**config.mk**
```make
export PLATFORM = sky130hd
export DESIGN_NAME = escape_coded_pixel_bit_unpacker
export DESIGN_NICKNAME = d
export VERILOG_FILES = /design/src/rtl/ecpu_pkg.sv /design/src/rtl/ecpu_field_unit.sv /design/src/rtl/ecpu_out_stage.sv /design/src/rtl/escape_coded_pixel_bit_unpacker.sv
export SDC_FILE = /design/constraint.sdc
export NUM_CORES = 1
export LEC_CHECK = 0
export ABC_AREA = 1
export BUFFER_PORTS_ARGS = -buffer_cell sky130_fd_sc_hd__buf_2
export CAP_MARGIN = 20
export CORE_AREA = 2 2 174 176
export DETAILED_ROUTE_END_ITERATION = 12
export DIE_AREA = 0 0 176 178
export PLACE_DENSITY = 0.76
export SLEW_MARGIN = 0
export SYNTH_ARGS = -nofsm -noshare
export SYNTH_HDL_FRONTEND = slang
export SYNTH_SLANG_ARGS = --single-unit
```
**constraint.sdc**
```tcl
create_clock -name clk -period 12.3 [get_ports clk]
set_input_delay 0.615 -clock clk [delete_from_list [all_inputs] [get_ports clk]]
set_output_delay 0.615 -clock clk [all_outputs]
set_load 0.05 [all_outputs]
```
**src/rtl/ecpu_pkg.sv**
```systemverilog
// Shared types and constants for the escape-coded pixel bit unpacker.
`timescale 1ns / 1ps
`default_nettype none
package ecpu_pkg;

	localparam int WORD_W  = 32;
	localparam int BUF_W   = 64;
	localparam int HELD_W  = 7;
	localparam int PIX_W   = 25;
	localparam int CB_W    = 5;
	localparam int UB_W    = 5;
	localparam int OFS_W   = 17;
	localparam int CNT_W   = 25;
	localparam int FIELD_W = 24;
	localparam int CFG_IDX_W = 2;
	localparam int CFG_DAT_W = 25;

	localparam logic [CB_W-1:0] MAX_CODE_BITS = 5'd16;
	localparam logic [UB_W-1:0] MAX_RAW_BITS  = 5'd24;

	localparam logic [CFG_IDX_W-1:0] REG_COMPRESSED_BITS   = 2'd0;
	localparam logic [CFG_IDX_W-1:0] REG_UNCOMPRESSED_BITS = 2'd1;
	localparam logic [CFG_IDX_W-1:0] REG_LEVEL_OFFSET      = 2'd2;
	localparam logic [CFG_IDX_W-1:0] REG_PIXEL_COUNT       = 2'd3;

	localparam logic [CB_W-1:0]  RST_COMPRESSED_BITS   = 5'd6;
	localparam logic [UB_W-1:0]  RST_UNCOMPRESSED_BITS = 5'd14;
	localparam logic [OFS_W-1:0] RST_LEVEL_OFFSET      = '0;
	localparam logic [CNT_W-1:0] RST_PIXEL_COUNT       = 25'd1048576;

	typedef struct packed {
		logic signed [PIX_W-1:0] value;
		logic                    raw;
		logic                    frame_last;
		logic                    word_last;
	} pixel_t;

endpackage
`default_nettype wire

```
**src/rtl/ecpu_field_unit.sv**
```systemverilog
// Shared field unit: extracts one field from the bit buffer and forms the pixel value.
`timescale 1ns / 1ps
`default_nettype none
module ecpu_field_unit
	import ecpu_pkg::*;
(
	input  wire logic [BUF_W-1:0]       bits_in,
	input  wire logic [CB_W-1:0]        width,
	input  wire logic                   code_mode,
	input  wire logic signed [OFS_W-1:0] offset,
	output logic [BUF_W-1:0]            rest,
	output logic                        field_zero,
	output logic signed [PIX_W-1:0]     value
);

	localparam logic [CB_W-1:0] FieldMax = 5'd24;

	logic [FIELD_W-1:0] mask;
	logic [FIELD_W-1:0] field;

	// Width is always between 1 and 24 here.
	assign mask       = {FIELD_W{1'b1}} >> (FieldMax - width);
	assign field      = bits_in[FIELD_W-1:0] & mask;
	assign rest       = bits_in >> width;
	assign field_zero = (field == '0);

	always_comb begin
		if (code_mode) begin
			value = $signed({{(PIX_W-OFS_W){offset[OFS_W-1]}}, offset})
				+ $signed({{(PIX_W-16){1'b0}}, field[15:0]});
		end else begin
			value = $signed({1'b0, field});
		end
	end

endmodule
`default_nettype wire

```
**src/rtl/ecpu_out_stage.sv**
```systemverilog
// Output register that holds one finished pixel until the consumer takes it.
`timescale 1ns / 1ps
`default_nettype none
module ecpu_out_stage
	import ecpu_pkg::*;
(
	input  wire logic   clk,
	input  wire logic   arst_n,
	input  wire logic   push,
	input  wire pixel_t push_pix,
	output logic        free,
	input  wire logic   out_stall,
	output logic        out_valid,
	output pixel_t      out_pix
);

	logic   valid_q;
	pixel_t pix_q;

	assign free      = !valid_q || !out_stall;
	assign out_valid = valid_q;
	assign out_pix   = pix_q;

	always_ff @(posedge clk or negedge arst_n) begin
		if (!arst_n) begin
			valid_q <= 1'b0;
		end else if (push) begin
			valid_q <= 1'b1;
		end else if (!out_stall) begin
			valid_q <= 1'b0;
		end
	end

	always_ff @(posedge clk) begin
		if (push) begin
			pix_q <= push_pix;
		end
	end

endmodule
`default_nettype wire

```
**src/rtl/escape_coded_pixel_bit_unpacker.sv**
```systemverilog
// Top level of the escape-coded pixel bit unpacker: sequencer, state and configuration.
// Sequence: a word is accepted in the idle state, then code or raw fields are read one per cycle;
// the end of the word's bits is found and the last pixel is released from the flush state.
// Throughput: up to one pixel per cycle while a word is decoded and the output register has room;
// the single shared field unit reads one field at a time, and a new word is taken only when idle.
// Reset (arst_n, asynchronous, active low) empties the bit buffer, clears the pixel
// counter and the escape flag, and loads the documented register defaults.
`timescale 1ns / 1ps
`default_nettype none
module escape_coded_pixel_bit_unpacker
	import ecpu_pkg::*;
(
	input  wire logic                   clk,
	input  wire logic                   arst_n,
	input  wire logic                   in_valid,
	output logic                        in_stall,
	input  wire logic [WORD_W-1:0]      stream_word,
	output logic                        out_valid,
	input  wire logic                   out_stall,
	output logic signed [PIX_W-1:0]     pixel_value,
	output logic                        was_raw,
	output logic                        frame_last,
	output logic                        word_last,
	input  wire logic                   cfg_we,
	input  wire logic [CFG_IDX_W-1:0]   cfg_index,
	input  wire logic [CFG_DAT_W-1:0]   cfg_data
);

	// Sequencer states.
	localparam logic [1:0] ST_IDLE  = 2'd0;
	localparam logic [1:0] ST_RUN   = 2'd1;
	localparam logic [1:0] ST_FLUSH = 2'd2;

	// Configuration registers.
	logic [CB_W-1:0]         cb_q;
	logic [UB_W-1:0]         ub_q;
	logic signed [OFS_W-1:0] ofs_q;
	logic [CNT_W-1:0]        pc_q;

	// Decoder state.
	logic [1:0]        state_q;
	logic [BUF_W-1:0]  buf_q;
	logic [HELD_W-1:0] held_q;
	logic [CNT_W-1:0]  pd_q;
	logic              esc_q;
	logic [4:0]        nout_q;
	logic              pend_valid_q;
	pixel_t            pend_q;

	// Effective register values after clamping the out-of-range codes.
	logic [CB_W-1:0]  cb_eff;
	logic [UB_W-1:0]  ub_eff;
	logic [CNT_W-1:0] pc_eff;

	logic             code_mode;
	logic [CB_W-1:0]  need;
	logic             enough;
	logic [BUF_W-1:0] rest;
	logic             field_zero;
	logic signed [PIX_W-1:0] value;
	logic [CNT_W-1:0] pd_next;
	logic             frame_end;

	logic   out_free;
	logic   push;
	pixel_t push_pix;
	pixel_t out_pix;
	logic   blocked;
	logic   in_accept;

	assign cb_eff = (cb_q > MAX_CODE_BITS) ? MAX_CODE_BITS : cb_q;
	assign ub_eff = (ub_q > MAX_RAW_BITS) ? MAX_RAW_BITS
		: ((ub_q == '0) ? 5'd1 : ub_q);
	assign pc_eff = (pc_q == '0) ? {{(CNT_W-1){1'b0}}, 1'b1} : pc_q;

	// A code is read unless an escape is pending or every pixel is raw.
	assign code_mode = !esc_q && (cb_eff != '0);
	assign need      = code_mode ? cb_eff : ub_eff;
	assign enough    = held_q >= {{(HELD_W-CB_W){1'b0}}, need};

	ecpu_field_unit u_field (
		.bits_in    (buf_q),
		.width      (need),
		.code_mode  (code_mode),
		.offset     (ofs_q),
		.rest       (rest),
		.field_zero (field_zero),
		.value      (value)
	);

	// The frame closes when the count reaches the limit or wraps to zero.
	assign pd_next   = pd_q + {{(CNT_W-1){1'b0}}, 1'b1};
	assign frame_end = (pd_next >= pc_eff) || (pd_next == '0);

	// A step that would push the held pixel must wait for room in the output register.
	assign blocked   = pend_valid_q && !out_free;
	assign in_stall  = (state_q != ST_IDLE);
	assign in_accept = in_valid && !in_stall;

	// The held pixel moves to the output register once its successor exists
	// (not last of the word) or the word is finished (last of the word).
	always_comb begin
		push     = 1'b0;
		push_pix = pend_q;
		unique case (state_q)
			ST_RUN: begin
				if (!blocked && enough && pend_valid_q && !(code_mode && field_zero)) begin
					push               = 1'b1;
					push_pix.word_last = 1'b0;
				end
			end
			ST_FLUSH: begin
				if (out_free) begin
					push               = 1'b1;
					push_pix.word_last = 1'b1;
				end
			end
			default: begin
				push = 1'b0;
			end
		endcase
	end

	ecpu_out_stage u_out (
		.clk       (clk),
		.arst_n    (arst_n),
		.push      (push),
		.push_pix  (push_pix),
		.free      (out_free),
		.out_stall (out_stall),
		.out_valid (out_valid),
		.out_pix   (out_pix)
	);

	assign pixel_value = out_pix.value;
	assign was_raw     = out_pix.raw;
	assign frame_last  = out_pix.frame_last;
	assign word_last   = out_pix.word_last;

	// Configuration writes; the index covers exactly the four registers.
	always_ff @(posedge clk or negedge arst_n) begin
		if (!arst_n) begin
			cb_q  <= RST_COMPRESSED_BITS;
			ub_q  <= RST_UNCOMPRESSED_BITS;
			ofs_q <= RST_LEVEL_OFFSET;
			pc_q  <= RST_PIXEL_COUNT;
		end else if (cfg_we) begin
			unique case (cfg_index)
				REG_COMPRESSED_BITS:   cb_q  <= cfg_data[CB_W-1:0];
				REG_UNCOMPRESSED_BITS: ub_q  <= cfg_data[UB_W-1:0];
				REG_LEVEL_OFFSET:      ofs_q <= cfg_data[OFS_W-1:0];
				REG_PIXEL_COUNT:       pc_q  <= cfg_data[CNT_W-1:0];
				default: begin
					cb_q <= cb_q;
				end
			endcase
		end
	end

	// Sequencer: one field per cycle through the shared field unit while the output register has room.
	always_ff @(posedge clk or negedge arst_n) begin
		if (!arst_n) begin
			state_q      <= ST_IDLE;
			buf_q        <= '0;
			held_q       <= '0;
			pd_q         <= '0;
			esc_q        <= 1'b0;
			nout_q       <= '0;
			pend_valid_q <= 1'b0;
		end else begin
			unique case (state_q)
				ST_IDLE: begin
					if (in_accept) begin
						// New bits land just above the bits still held.
						buf_q   <= buf_q | ({{(BUF_W-WORD_W){1'b0}}, stream_word} << held_q[4:0]);
						held_q  <= held_q + HELD_W'(WORD_W);
						nout_q  <= '0;
						state_q <= ST_RUN;
					end
				end
				ST_RUN: begin
					if (!blocked) begin
						if (!enough) begin
							state_q <= pend_valid_q ? ST_FLUSH : ST_IDLE;
						end else begin
							buf_q  <= rest;
							held_q <= held_q - {{(HELD_W-CB_W){1'b0}}, need};
							if (code_mode && field_zero) begin
								esc_q <= 1'b1;
							end else begin
								esc_q        <= 1'b0;
								pend_valid_q <= 1'b1;
								nout_q       <= nout_q + 5'd1;
								if (frame_end) begin
									// Frame done: the rest of this word is dropped.
									buf_q   <= '0;
									held_q  <= '0;
									pd_q    <= '0;
									esc_q   <= 1'b0;
									state_q <= ST_FLUSH;
								end else begin
									pd_q <= pd_next;
									if (nout_q == 5'd31) begin
										state_q <= ST_FLUSH;
									end
								end
							end
						end
					end
				end
				ST_FLUSH: begin
					if (out_free) begin
						pend_valid_q <= 1'b0;
						state_q      <= ST_IDLE;
					end
				end
				default: begin
					state_q <= ST_IDLE;
				end
			endcase
		end
	end

	// Payload of the pixel waiting to learn whether it ends the word.
	always_ff @(posedge clk) begin
		if (state_q == ST_RUN && !blocked && enough && !(code_mode && field_zero)) begin
			pend_q.value      <= value;
			pend_q.raw        <= !code_mode;
			pend_q.frame_last <= frame_end;
			pend_q.word_last  <= 1'b0;
		end
	end

	// Between words fewer than a full word of bits are ever carried over.
	a_held_bound: assert property (@(posedge clk) disable iff (!arst_n)
		(state_q == ST_IDLE) |-> (held_q < HELD_W'(WORD_W)))
		else $error("bit count carried between words is too large");

	// A pixel waiting for release never survives into the idle state.
	a_no_pending_idle: assert property (@(posedge clk) disable iff (!arst_n)
		(state_q == ST_IDLE) |-> !pend_valid_q)
		else $error("pixel left behind at end of word");

	// After the final pixel of a frame all decoder state is clear.
	a_frame_clear: assert property (@(posedge clk) disable iff (!arst_n)
		(state_q == ST_FLUSH && pend_q.frame_last) |-> (pd_q == '0 && held_q == '0 && !esc_q))
		else $error("decoder state not cleared at frame end");

	// Every released last-of-word pixel is followed by a free input side.
	a_word_end: assert property (@(posedge clk) disable iff (!arst_n)
		(push && push_pix.word_last) |=> (state_q == ST_IDLE))
		else $error("word end released without returning to idle");

endmodule
`default_nettype wire
```
; Word-level counts from Yosys, hierarchy flattened
; Cells that the tools add are included.
[word_totals]
reg_bits = 213
in_bits = 64
output_inout_bits = 30
word_cells = 135
[op_classes]
addsub = 6
n_lt_le_gt_ge = 4
eq_ne = 14
shift = 3
n_mux = 44
bitwise = 4
reduce_logical = 40
[ops]
columns = op, n
row1 = 2-to-1 mux 64 bit, 5
row2 = case mux 64 bit (2 select lines), 1
row3 = OR 64 bit, 1
row4 = << shifter 32 x 5 -> 64 bit, 1
row5 = >> shifter 64 x 5 -> 64 bit, 1
row6 = logical NOT 25 bit, 2
row7 = 2-to-1 mux 25 bit, 2
row8 = 2-to-1 mux 5 bit, 8
row9 = 2-to-1 mux 7 bit, 5
row10 = adder 25 x 1 -> 25 bit (second input constant), 1
row11 = greater-or-equal comparator 25 bit, 1
row12 = AND 24 bit, 1
row13 = logical NOT 24 bit, 1
row14 = 2-to-1 mux 24 bit, 1
row15 = >> shifter 24 x 5 -> 24 bit (first input constant), 1
row16 = adder 17 x 17 -> 18 bit, 1
row17 = 2-to-1 mux 2 bit, 8
row18 = AND reduction 5 bit, 3
row19 = case mux 7 bit (2 select lines), 1
row20 = > comparator 5 bit (second input constant), 2
row21 = logical AND 1 bit, 10
row22 = inequality test 2 bit (second input constant), 5
row23 = case mux 5 bit (2 select lines), 1
row24 = 2-to-1 mux 1 bit, 9
row25 = 23 further kinds, 43

; Depth between registers and ports, before layout
; Gate-level depths: netlist of the first run.
[logic_depth]
word_depth = 15
mapped_depth = 34
depth_no_buf = 30

; Modules after synthesis
; Synthesis of the first run repeated with hierarchy kept, for this count alone.
[unflattened]
cells_unflattened = 2601
area_unflattened_um2 = 17155.2
[by_module_without_submodules]
columns = module, instances, cells_each, area_each_um2, seq_area_each_um2
row1 = escape_coded_pixel_bit_unpacker, 1, 1575, 11407.2, 4747.1
row2 = ecpu_field_unit, 1, 994, 4865.9, 0.0
row3 = ecpu_out_stage, 1, 32, 882.1, 865.8

; Worst setup path after synthesis of the first run
; OpenSTA, ideal clock, no wires.
[synth_timing]
path_kind = reg-to-reg
start = register cb_q[1]
end = register pend_q[17] (netlist bit), data pin
setup_ns = 0.268
arrival_ns = 4.520
required_ns = 12.032
path_slack_ns = 7.512
stages_incl_launch_ff = 34
path_cell_list = dfstp_2 > nor2_1 > nand3_2 > nand2_2 > buf_6 > nand2_1 > nand2_1 > clkinv_1 > buf_2 > buf_1 > ha_1 > nand3_2 > nand3_2 > nand2_2 > buf_6 > nand2_1 > nand2_1 > inv_1 > ha_1 > inv_1 > fa_1 > nand3b_1 > nand2_1 > nand2_1 > nand2_1 > a21oi_1 > o21ai_0 > a31oi_1 > o21ai_0 > nand2_1 > nand2_1 > nand2_1 > nand2_1 > o22ai_1
[synth_via]
elab_chain_cells = 10
[synth_lines]
columns = item, line
row1 = start: declaration, escape_coded_pixel_bit_unpacker.sv:35  ; logic [CB_W-1:0] cb_q;
row2 = start signal: assignment, escape_coded_pixel_bit_unpacker.sv:149  ; REG_COMPRESSED_BITS: cb_q <= cfg_data[CB_W-1:0];
row3 = start signal: assignment, escape_coded_pixel_bit_unpacker.sv:154  ; cb_q <= cb_q;
row4 = > comparator 5 bit, escape_coded_pixel_bit_unpacker.sv:71  ; assign cb_eff = (cb_q > MAX_CODE_BITS) ? MAX_CODE_BITS : cb_q;
row5 = 2-to-1 mux 5 bit (*), escape_coded_pixel_bit_unpacker.sv:71
row6 = nonzero test 5 bit, escape_coded_pixel_bit_unpacker.sv:77  ; assign code_mode = !esc_q && (cb_eff != '0);
row7 = logical AND 1 bit, escape_coded_pixel_bit_unpacker.sv:77
row8 = 2-to-1 mux 5 bit, escape_coded_pixel_bit_unpacker.sv:78  ; assign need = code_mode ? cb_eff : ub_eff;
row9 = subtractor 5 bit, ecpu_field_unit.sv:22  ; assign mask = {FIELD_W{1'b1}} >> (FieldMax - width);
row10 = >> shifter 24 x 5 -> 24 bit, ecpu_field_unit.sv:22
row11 = AND 24 bit, ecpu_field_unit.sv:23  ; assign field = bits_in[FIELD_W-1:0] & mask;
row12 = adder 17 x 17 -> 18 bit, ecpu_field_unit.sv:30  ; + $signed({{(PIX_W-16){1'b0}}, field[15:0]});
row13 = 2-to-1 mux 24 bit (*), ecpu_field_unit.sv:28  ; if (code_mode) begin
row14 = named net u_field.value[14], ecpu_field_unit.sv:13  ; output logic signed [PIX_W-1:0] value
row15 = end: declaration, escape_coded_pixel_bit_unpacker.sv:48  ; pixel_t pend_q;
; Mark *: on every way through the listed nets, which the timed path passes. The rest lies on a longest branch.
; A chain may end at the register's enable or synchronous reset.

; Worst setup path in the final report of the first run
[layout_timing]
start = register cb_q[4]
end = register pend_q[17] (netlist bit), data pin
; Same word-level chain as after synthesis.

==> reports/metrics.yaml, run 1 <==
layout:
  multi_input_area_sq_um: 10200
  area_growth_pct: 7.57
  diodes: 0
  drive_gt1_share_pct: 8.17
  num-fill-cells: 2769
  seqCellArea_sq_um: 5610
  layout.nets: 2848
sta:
  slew_headroom_pct: 27.2
  fin_crit_sh_pct: 47.4
  finClkSkew_ns: 0.0237
  period_minus_slack_ns: 5.83
  finalSetupTns_ns: 0
  max_freq_mhz: 172
  worst_slew_pin_slew_ns: 1.09
  slew_viol_final: 0
  setup_slack_ns: 6.47
  hold_violations: 0
  rsz0062_at_grt: "false"
  setup_violations: 0
worst_setup_path:
  path_class: "reg -> reg"
  critPathArrivalTime_ns: 6.10
  slowest_stage: "nand2_4"
  max_stage_delay_ns: 0.52
  r2r_start: "cb_q[4]"
  worstPathRequired_ns: 12.58
  cp-start-kind: "flip-flop"
  r2r_cells: 30
  rrSetupSlack_ns: 6.47
  cp-end-kind: "flip-flop"
  path_max_fanout: 63
  path_common_cell: "nand2_1"
  r2r-end: "pend_q[17]"
synthesis:
  synth-seq-area-share_pct: 32.2
  synth_edf_count: 55
  synth_area_sq_um: 17400
  synth_top_cell_area_share_pct: 21.8
  synth_seq_cells: 213
  synth_common_cells: "nand2_1 (906), o21ai_0 (317), inv_1 (266), nand3_1 (253), nor2_1 (183)"
  synth_top_area_cell: "dfrtp_1"
  yosysMostFrequentCell: "nand2_1"
  synth_cell_types: 50
  synthTopCellsByArea: "dfrtp_1 (22%), nand2_1 (20%), edfxtp_1 (9.5%)"
  syn_nets: 2853
  ys.flop_type: "dfrtp_1"
  avgSynthCellArea_sq_um: 6.38
  yosys_warnings: 0
  synth-async-reset-ratio_pct: 74.2
  syn-instance-count: 2729
floorplan:
  io_pins: 94
  rows: 63
  fp.dieArea_sq_um: 31300
  die_width_um: 176
  coreArea_sq_um: 29400
  die_h_um: 178
  initial_core_util_pct: 59.3
global_route:
  track_usage_pct: 36.2
  grt.busiest_layer: "met2"
  use_met1_pct: 43.1
  grt_overflow: 0
  grt_pass1_wl_mm: 89.7
  globalRouteMet2Util_pct: 62.4
  antenna_found_initial: 0
  grt_max_degree: 94
  use_met3_pct: 3.22
  first_global_vias: 17426
power:
  powerDensity_nw_per_um2: 320
  power_frac_seq_pct: 20.7
  combPwrFrac_pct: 67.2
  peakVddDrop_v: 0.000172
  leakage_nw: 9.35
  power_switching_w: 0.00338
  clockPowerShare_pct: 12.1
  intPower_w: 0.00262
  switching_share_pct: 56.3
cts:
  htree_levels: 1
  post_cts_resized: 0
  cts.sinks: 213
  clk_path_buf_depth: 3
  path_clk_slew_ns: 0.06
  cts_setup_buffers: 0
  cts_buffers: 24
  clock-root-buffer: "clkbuf_16"
  hold_buffers: 0
  clock_latency_ns: 0.54
  cts_tree: "done"
run:
  drv_cap: 0
routing:
  detail-route-antenna-nets: 0
  wl_per_cell_um: 18.2
  firstDrtPassIters: 7
  drc: 0
  viasPerCell: 5.92
  wl_mm: 57.1
  vias: 18526
  drtIter0Drc: 2036
place:
  portBuffers: 93
  gp_routability_congestion: 1.03
  dp_slack_ns: 6.59
  dp_hpwl_mm: 41.0
worst_hold_path:
  hp-class: "in -> async"
run_status:
  run_status: "complete, no violations"
-- sequential cells by signal, indices dropped and copies added (netlist names) --
name,cells
pend_q,27
esc_q,1
cb_q,5
nout_q,5
buf_q,64
held_q,7
u_out.out_valid,1
pend_valid_q,1
ofs_q,17
u_out.out_pix,28
state_q,2
pc_q,25
ub_q,5
pd_q,25
-- per-stage QoR --
step           utilization, %  hold WS [ns]  instances  total power (W)  cell area, sq um
4_1_cts                  63.6         0.216       3131          0.00588             18700
2_1_floorplan               -         0.319       2729          0.00410             17400
5_1_grt                  63.7         0.223       3132          0.00648             18700
6_report                 63.7         0.152       3132          0.00600             18700
3_5_place_dp             61.0         0.405       3087          0.00513             17900
3_3_place_gp             61.0         0.400       3087          0.00506             17900
-- cells by family after synthesis --
family | count (synthesis) | synth area share, %
buf+inv | 423 | 9.54
fa+ha+maj | 60 | 4.40
mux | 15 | 0.862
xor+xnor | 25 | 1.26
flops | 213 | 32.2
simple gates | 1472 | 35.5
compound gates | 521 | 16.2
-- cell type report --
type | count | share of cell area [%]
Timing Repair Buffer | 115 | 3.51
Multi-Input combinational cell | 2093 | 54.3
Tap cell | 390 | 2.60
Clock inverter | 8 | 0.414
Clock buffer | 36 | 3.72
Inverter | 277 | 5.55
Sequential cell | 213 | 30.0
-- layout by cell type, fill, tap and decap left out, drive strengths merged, types with 3 or more instances in the layout --
master	n
a211oi	3
nor4	3
a21boi	4
a31oi	17
nand3b	4
ha	58
or2	10
mux2i	15
o21ai	338
o211ai	14
nand4	31
o22ai	9
nand3	258
a22oi	10
a21oi	103
clkinv	6
buf	115
o21a	14
nand2	931
nor3	41
edfxtp	55
xor2	22
nor2	187
and2	5
clkinvlp	3
dfrtp	152
clkbuf	36
dfstp	6
inv	275
xnor2	3
-- power groups by stage --
stage	sequential (W)	clock, W	combinational (W)
2_1_floorplan	0.00129	0	0.00281
3_3_place_gp	0.00124	0	0.00382
3_5_place_dp	0.00125	0	0.00389
4_1_cts	0.00124	0.000731	0.00391
5_1_grt	0.00126	0.000757	0.00445
6_report	0.00124	0.000725	0.00403
-- worst max-delay path by stage --
stage               startpoint  slack, ns  cells past startpoint          to
floorplan              cb_q[1]       7.51                     33  pend_q[17]
global placement       cb_q[4]       6.72                     30  pend_q[17]
detailed placement     cb_q[4]       6.59                     30  pend_q[17]
CTS                    cb_q[4]       6.52                     30  pend_q[17]
global route           cb_q[4]       5.87                     30  pend_q[17]
finish                 cb_q[4]       6.47                     30  pend_q[17]
-- per-layer routing --
metal	up-vias	routed length [um]
met4	0	4450
met5	-	0
met1	8465	21800
met3	234	3980
li1	8905	-
met2	922	26900
-- worst max-delay path: cells and delay by family, from the launching register on --
kind / cells / cell delay, ns
and+or+nand+nor: 19 / 2.79
AOI/OAI and AO/OA: 5 / 1.01
adders and majority gates: 3 / 0.91
buffers and inverters: 3 / 0.45
DFF: 1 / 0.40
No activity file was read; power rests on OpenSTA's default activity.
==> run 2: changes to the inputs <==
==> constraint.sdc (replaced) <==
create_clock -name clk -period 5.54 [get_ports clk]
set_input_delay 0.277 -clock clk [delete_from_list [all_inputs] [get_ports clk]]
set_output_delay 0.277 -clock clk [all_outputs]
set_load 0.05 [all_outputs]
==> run 2 against run 1 <==
Effect of this change:
- final cell count grew 0.54%
- clock-buffer cell count grew 2
- clock power grew 130%
==> reports/metrics.yaml, run 2 (synthesis results as in run 1) <==
run_status:
  run_status: "complete, no violations"
cts:
  cts.sinks: 213  # unchanged
  cts_buffers: 25  # +4.2%
  cts_setup_buffers: 0  # unchanged
  clock_latency_ns: 0.54  # about the same
  path_clk_slew_ns: 0.06  # about the same
  htree_levels: 1  # unchanged
  cts_tree: "done"
  clock-root-buffer: "clkbuf_16"
  clk_path_buf_depth: 3  # unchanged
layout:
  final_common_cell: "nand2_1"
  area_growth_pct: 8.57
  layout.nets: 2864  # +0.56%
  layoutNonFillerInstCount: 3149  # +0.54%
  largest_register_ffs: 64  # unchanged
  num-fill-cells: 2812  # +1.6%
  largest-register: "buf_q"
  post-route-util_pct: 64.3  # +0.59 points
  final_cell_mix: "nand2_1 (904), o21ai_0 (316), inv_1 (265)"
  diodes: 0  # unchanged
  drive_gt1_share_pct: 8.59  # +0.42 points
worst_setup_path:
  r2r_start: "cb_q[1]"
  worstSetupEndpoint: "pend_q[17]"
  cp-start-kind: "flip-flop"
  critPathArrivalTime_ns: 5.30  # -0.80 ns
  worstPathRequired_ns: 5.80  # -6.78 ns
  r2r-end: "pend_q[17]"
  path_max_fanout: 22  # -65%
  worstSetupStartpoint: "cb_q[1]"
  cp-end-kind: "flip-flop"
  max_stage_delay_ns: 0.55  # +0.03 ns
  path_common_cell: "nand2_1"
  rrSetupSlack_ns: 0.50  # -5.97 ns
  path_class: "reg -> reg"
  slowest_stage: "dfstp_2"
  r2r_cells: 30  # unchanged
routing:
  detail-route-antenna-nets: 0  # unchanged
  wl_mm: 58.2  # +1.9%
  drc: 0  # unchanged
  vias: 18551  # +0.13%
  wl_per_cell_um: 18.5  # +1.4%
  viasPerCell: 5.89  # -0.41%
  firstDrtPassIters: 8  # +1
  drtIter0Drc: 1874  # -8.0%
place:
  dp_slack_ns: 0.455  # -6.14 ns
  gp_routability_congestion: 1.04  # +0.81%
  dp_hpwl_mm: 43.2  # +5.4%
  dp_cells: 3097  # +0.32%
  portBuffers: 93  # unchanged
power:
  intPower_w: 0.00591  # +130%
  power_frac_seq_pct: 20.1  # -0.6 points
  powerDensity_nw_per_um2: 714  # +120%
  switching_share_pct: 56.2  # -0.058 points
  peakVddDrop_v: 0.000353  # +110%
  power_switching_w: 0.00760  # +120%
  combPwrFrac_pct: 67.6  # +0.4 points
  leakage_nw: 9.45  # +1.1%
  clockPowerShare_pct: 12.3  # +0.2 points
global_route:
  grt_pass1_wl_mm: 89.6  # about the same
  track_usage_pct: 36.6  # +0.38 points
  grt_overflow: 0  # unchanged
  grt_max_degree: 100  # +6.4%
  first_global_vias: 17106  # -1.8%
  antenna_found_initial: 0  # unchanged
sta:
  finClkSkew_ns: 0.0111  # -0.0126 ns
  hold_violations: 0  # unchanged
  setup_violations: 0  # unchanged
  slew_headroom_pct: 33.1  # +6.0 points
  period_minus_slack_ns: 5.04  # -0.788 ns
  worst_slew_pin_slew_ns: 1.00  # -0.0906 ns
  finalSetupTns_ns: 0  # unchanged
  setup_slack_ns: 0.502  # -5.97 ns
  rsz0062_at_grt: "false"
  whs_ns: 0.0154  # -0.137 ns
  slew_viol_final: 0  # unchanged
  max_freq_mhz: 198  # +16%
  fin_crit_sh_pct: 90.9  # +44 points
floorplan:
  fp.dieArea_sq_um: 31300  # unchanged
  io_pins: 94  # unchanged
  rows: 63  # unchanged
  initial_core_util_pct: 59.3  # unchanged
  die_width_um: 176  # unchanged
  die_h_um: 178  # unchanged
  coreArea_sq_um: 29400  # unchanged
run:
  drv_cap: 0  # unchanged
worst_hold_path:
  hp-class: "in -> reg"
  hp-start: "cfg_data[19]"
run 2: layer usage:
metal	GRT usage [%]	up-vias	part of all wire, %
met5	0	-	0
met4	29.1	0	9.1
met3	4.22	258	6.5
met2	62.8	869	47
met1	41.7	8474	37
li1	-	8950	-
run 2: cell type report:
type,instances,area [sq um],area share (%)
clock buffers,38,734,3.88
well taps,390,488,2.58
repair buffers,130,795,4.20
flip-flops and latches,213,5610,29.7
clock inverters,8,78.8,0.417
inverters,277,1040,5.50
multi-input cells,2093,10200,53.7
run 2: through the flow:
stage | power (W) | cell area (sq um)
floorplan | 0.00911 | 17400
global placement | 0.0114 | 18000
detailed placement | 0.0116 | 18000
CTS | 0.0133 | 18900
global route | 0.0145 | 18900
finish | 0.0135 | 18900
run 2: how the worst min path moves through the flow:
stage          slack (ns)  depth (start not counted)  endpoint
2_1_floorplan       -0.02                          0  buf_q[0]
3_3_place_gp         0.18                          1  pc_q[24]
3_5_place_dp         0.18                          1  pc_q[24]
4_1_cts            0.0006                          3  pc_q[18]
5_1_grt              0.03                          3  pc_q[18]
6_report             0.02                          3  pc_q[19]
run 2: critical path: cells and delay by family, from the launching register on:
kind / cells / cell delay (ns)
and+or+nand+nor: 18 / 1.84
buffers and inverters: 4 / 0.61
AOI/OAI and AO/OA: 5 / 0.93
DFF: 1 / 0.55
adders and majority gates: 3 / 0.86
run 2: what timing repair did:
item,4_1_cts,5_1_grt
endpoints found under the setup margin,0,1
endpoints found under the hold margin,37,0
gates resized for setup,0,1
hold buffers,5,0
run 2: power groups by stage:
stage | registers [W] | logic [W] | clock network, W
2_1_floorplan | 0.00286 | 0.00625 | 0
3_3_place_gp | 0.00271 | 0.00873 | 0
3_5_place_dp | 0.00273 | 0.00886 | 0
4_1_cts | 0.00270 | 0.00891 | 0.00167
5_1_grt | 0.00277 | 0.0100 | 0.00172
6_report | 0.00272 | 0.00914 | 0.00166
